==> config.mk <==
export PLATFORM = sky130hd
export DESIGN_NAME = dau_prod_cell
export DESIGN_NICKNAME = d
export VERILOG_FILES = /design/src/hw/rtl/dau_pkg.sv /design/src/hw/rtl/dau_prod_cell.sv
export SDC_FILE = /design/constraint.sdc
export NUM_CORES = 2
export LEC_CHECK = 0
export BUFFER_PORTS_ARGS = -buffer_cell sky130_fd_sc_hd__buf_2
export CORE_UTILIZATION = 35
export DETAILED_ROUTE_END_ITERATION = 10
export RECOVER_POWER = 100
export SETUP_SLACK_MARGIN = 0.3
export SYNTH_ARGS = -nofsm -noshare
export SYNTH_HDL_FRONTEND = slang
export SYNTH_SLANG_ARGS = --single-unit
==> constraint.sdc <==
create_clock -name clk -period 9 [get_ports clk]
set_input_delay 0.45 -clock clk [delete_from_list [all_inputs] [get_ports clk]]
set_output_delay 0.45 -clock clk [all_outputs]
set_load 0.02 [all_outputs]
==> src/hw/rtl/dau_pkg.sv <==
// Shared types, constants and helper functions for the angle-to-unit-vector block.
package dau_pkg;

  localparam int DIM     = 4;          // output dimensions
  localparam int NA      = DIM - 1;    // angle lanes
  localparam int NSTEP   = 7;          // Horner steps (cosine series depth)

  localparam logic [31:0] Q31_ONE    = 32'h8000_0000;
  localparam logic [31:0] PIHALF_Q31 = 32'hC90F_DAA2;
  localparam logic [30:0] Q_ONE      = 31'h4000_0000;

  // register index of dims_used
  localparam logic REG_DIMS_USED = 1'b0;

  typedef enum logic [1:0] {
    LK_NORM = 2'd0,   // sine and cosine from the series
    LK_SIN1 = 2'd1,   // sine one, cosine zero (right edge or unused angle)
    LK_COS1 = 2'd2    // sine zero, cosine one (left edge)
  } lane_kind_t;

  typedef struct packed {
    logic signed [31:0] angle_id_2;
    logic signed [31:0] angle_id_1;
    logic signed [31:0] angle_id_0;
  } in_t;

  typedef struct packed {
    logic        bad_id;
    logic [30:0] uv_3;
    logic [30:0] uv_2;
    logic [30:0] uv_1;
    logic [30:0] uv_0;
  } res_t;

  // data riding along the Horner chain
  typedef struct packed {
    logic [NA-1:0][31:0]  x;
    logic [NA-1:0]        swap;
    lane_kind_t [NA-1:0]  kind;
    logic                 bad;
  } side_t;

  // data moving along the product chain
  typedef struct packed {
    logic [30:0]          im;
    logic [NA-1:0][30:0]  s;
    logic [NA-1:0][30:0]  c;
    logic [DIM-1:0][30:0] uv;
    logic                 bad;
  } prod_t;

  // sine series denominator used by Horner step 'step'; zero means pass through
  function automatic logic [31:0] sin_den(input int step);
    logic [31:0] r;
    case (step)
      1:       r = 32'd156;
      2:       r = 32'd110;
      3:       r = 32'd72;
      4:       r = 32'd42;
      5:       r = 32'd20;
      6:       r = 32'd6;
      default: r = 32'd0;
    endcase
    return r;
  endfunction

  function automatic logic [31:0] cos_den(input int step);
    logic [31:0] r;
    case (step)
      0:       r = 32'd182;
      1:       r = 32'd132;
      2:       r = 32'd90;
      3:       r = 32'd56;
      4:       r = 32'd30;
      5:       r = 32'd12;
      6:       r = 32'd2;
      default: r = 32'd1;
    endcase
    return r;
  endfunction

  // Q1.30 product, rounded half up
  function automatic logic [30:0] mulq(input logic [30:0] a, input logic [30:0] b);
    logic [61:0] p;
    p = 62'(a) * 62'(b) + (62'd1 << 29);
    return p[60:30];
  endfunction

endpackage

==> src/hw/rtl/dau_prod_cell.sv <==
// One step of the component product chain: splits the running sine product on one angle.
module dau_prod_cell #(
  parameter int A = 0
) (
  input  logic           clk,
  input  logic           rst,
  input  logic           in_vld,
  input  dau_pkg::prod_t in_p,
  output logic           out_vld,
  output dau_pkg::prod_t out_p
);

  dau_pkg::prod_t p_next;

  always_comb begin
    p_next           = in_p;
    p_next.uv[A + 1] = dau_pkg::mulq(in_p.im, in_p.c[A]);
    p_next.im        = dau_pkg::mulq(in_p.im, in_p.s[A]);
  end

  always_ff @(posedge clk) begin
    if (rst) begin
      out_vld <= 1'b0;
    end else begin
      out_vld <= in_vld;
    end
  end

  always_ff @(posedge clk) begin
    out_p <= p_next;
  end

endmodule

==> metrics.cfg <==
[logic_synthesis]
yosysTopAreaCellShare = 0.488
ys_async_sr_fraction = 0
synth_seq_area_share = 0.100
yosys.area.top_type = fa_1
synthTopCellsByCount = 1862 x inv_1, 1674 x fa_1, 1102 x and2_1, 857 x nand2_1, 544 x ha_1
yosys.cell_types.count = 63
netlist_area_um2 = 68700
ys.warnings.count = 0
synth_area_leaders = fa_1 49%, inv_1 10%, and2_1 10%
syn_nets = 9775
synth_ff_type = dfxtp_1
ys_seq_elements = 343
syn_area_per_cell_um2 = 9.52
yosysMostFrequentCell = inv_1
synth_edf_count = 0
syn_inst = 7212

[cts]
cts_buffers = 45
cts_root_buffer = clkbuf_16
cts_buffer_depth = 3
cts_resized = 0
clk_pin_slew_ns = 0.06
tritoncts = built
cts_max_level = 2
postCtsSetupRepairBufs = 0
cts_sinks = 343

[global_routing]
antenna_found_initial = 38
grt_pass1_wl_um = 347000
grt_max_degree = 43
gr-usage-all-layers = 0.236
grt_pass1_vias = 56025
grt_remaining_overflow = 0

[hold_path]
hold_path_class = in2reg

[sta]
max_slew_margin = -0.387
tns_ns = 0
worst_pin_slew_ns = 2.08
hold_viol = 0
timing.final.crit_share = 0.930
setup-violations-final = 0
rsz0062_at_grt = no
post-route-min-period_ns = 8.37
max_freq_mhz = 120
final_max_slew_viol_count = 279

[run]
drv_cap = 10

[cells_and_area]
multiInputGateArea_um2 = 53300
layout.nets = 10479
layout-drive-gt1-share = 0.0634
seq_area_um2 = 6870
fill_cells = 19537
syn_to_final_growth_pct = 14.5

[critical_path]
cpPeakStageDelay_ns = 0.76
critPathMostFrequentCell = fa_1
crit_path_end_kind = flip-flop
cp.required_ns = 9.58
path_max_fanout = 17
critPathKind = in2reg
start_kind = input pin
critical_path.slowest_cell = clkbuf_1
worstPathArrival_ns = 8.95

[floorplan]
coreArea_um2 = 195000
die_x_um = 445
start_util = 0.352
die_h_um = 445
io_pins = 688
rows = 162
dieArea_um2 = 198000

[status]
status = finished with violations
violations = capacitance limit, slew limit

[drt]
postRouteAntennaNets = 0
drc = 0
dr.pass1.iters = 5
routed_wl_um = 226000
drtIter0Drc = 2775
vias_per_cell = 4.70
avgRoutedWirePerCell_um = 21.4
vias = 49787

[placement]
io_buffer_count = 656
dp_hpwl_um = 185000
gp_congestion = 0.919

placed cells by master (no fill, tap or decap), types with 27 or more instances in the layout:
cell type	instances
buf_4	153
inv_1	1862
dlygate4sd3_1	220
and2_1	1100
dfxtp_1	343
clkbuf_16	45
xnor2_1	52
buf_12	29
a21o_1	45
fa_1	1674
o21ai_0	34
buf_2	231
ha_1	544
clkbuf_1	436
nor2_1	27
a21oi_1	85
nand2_1	857
routing by layer:
metal | up-vias | track usage | share of wire
li1 | 21856 | - | -
met1 | 25958 | 0.265 | 0.36
met2 | 1564 | 0.436 | 0.53
met3 | 389 | 0.0333 | 0.056
met4 | 20 | 0.112 | 0.056
met5 | - | 0 | 0.00054
per-stage QoR:
| step | area (um2) | std cells | util | hold WS [ns] | worst slack (ns) |
|---|---|---|---|---|---|
| 5_1_grt | 78600 | 10587 | 0.403 | 0.0553 | 0.351 |
| 4_1_cts | 79200 | 10576 | 0.406 | 0.0153 | 1.07 |
| 2_1_floorplan | 68700 | 7212 | - | 0.478 | 1.49 |
| 6_report | 78700 | 10590 | 0.403 | 0.0646 | 0.632 |
| 3_5_place_dp | 75500 | 10273 | 0.387 | 0.554 | 0.380 |
| 3_3_place_gp | 75500 | 10273 | 0.387 | 0.554 | 0.359 |
state kept, by name, indices dropped and copies added, names as in the netlist:
| name | flops |
|---|---|
| out_vld | 1 |
| out_p | 342 |
worst paths after layout:
kind | start | endpoint | cells past startpoint
min | in_vld | out_vld$_SDFF_PP0_ | 2
max | in_p[223] | out_p[339]$_DFF_P_ | 26
repair_timing:
action / in CTS / in global routing
setup endpoints to repair: 0 / 0
hold endpoints to repair: 220 / 0
hold buffers: 220 / 0
area by class of cell:
class	instances	area share
sequential	343	0.0873
antenna	14	0.000445
tap	2624	0.0417
multi-input combinational	4600	0.677
clock inverter	25	0.00339
clock buffer	58	0.0157
inverter	1862	0.0889
timing repair buffer	1064	0.0853
critical path: cells and delay by family:
family | cells | cell delay [ns]
adders and majority gates | 9 | 4.30
and+or+nand+nor | 4 | 0.81
AOI/OAI and AO/OA | 7 | 1.96
buffers and inverters | 6 | 1.39
kinds of logic after synthesis:
kind of cell,share of synthesized area
compound gates,0.0235
xor+xnor,0.00906
fa+ha+maj,0.587
buf+inv,0.124
flops,0.100
simple gates,0.156
Power is not shown: default switching activity piles up to over one toggle a cycle in this logic, so the estimate is an artifact.
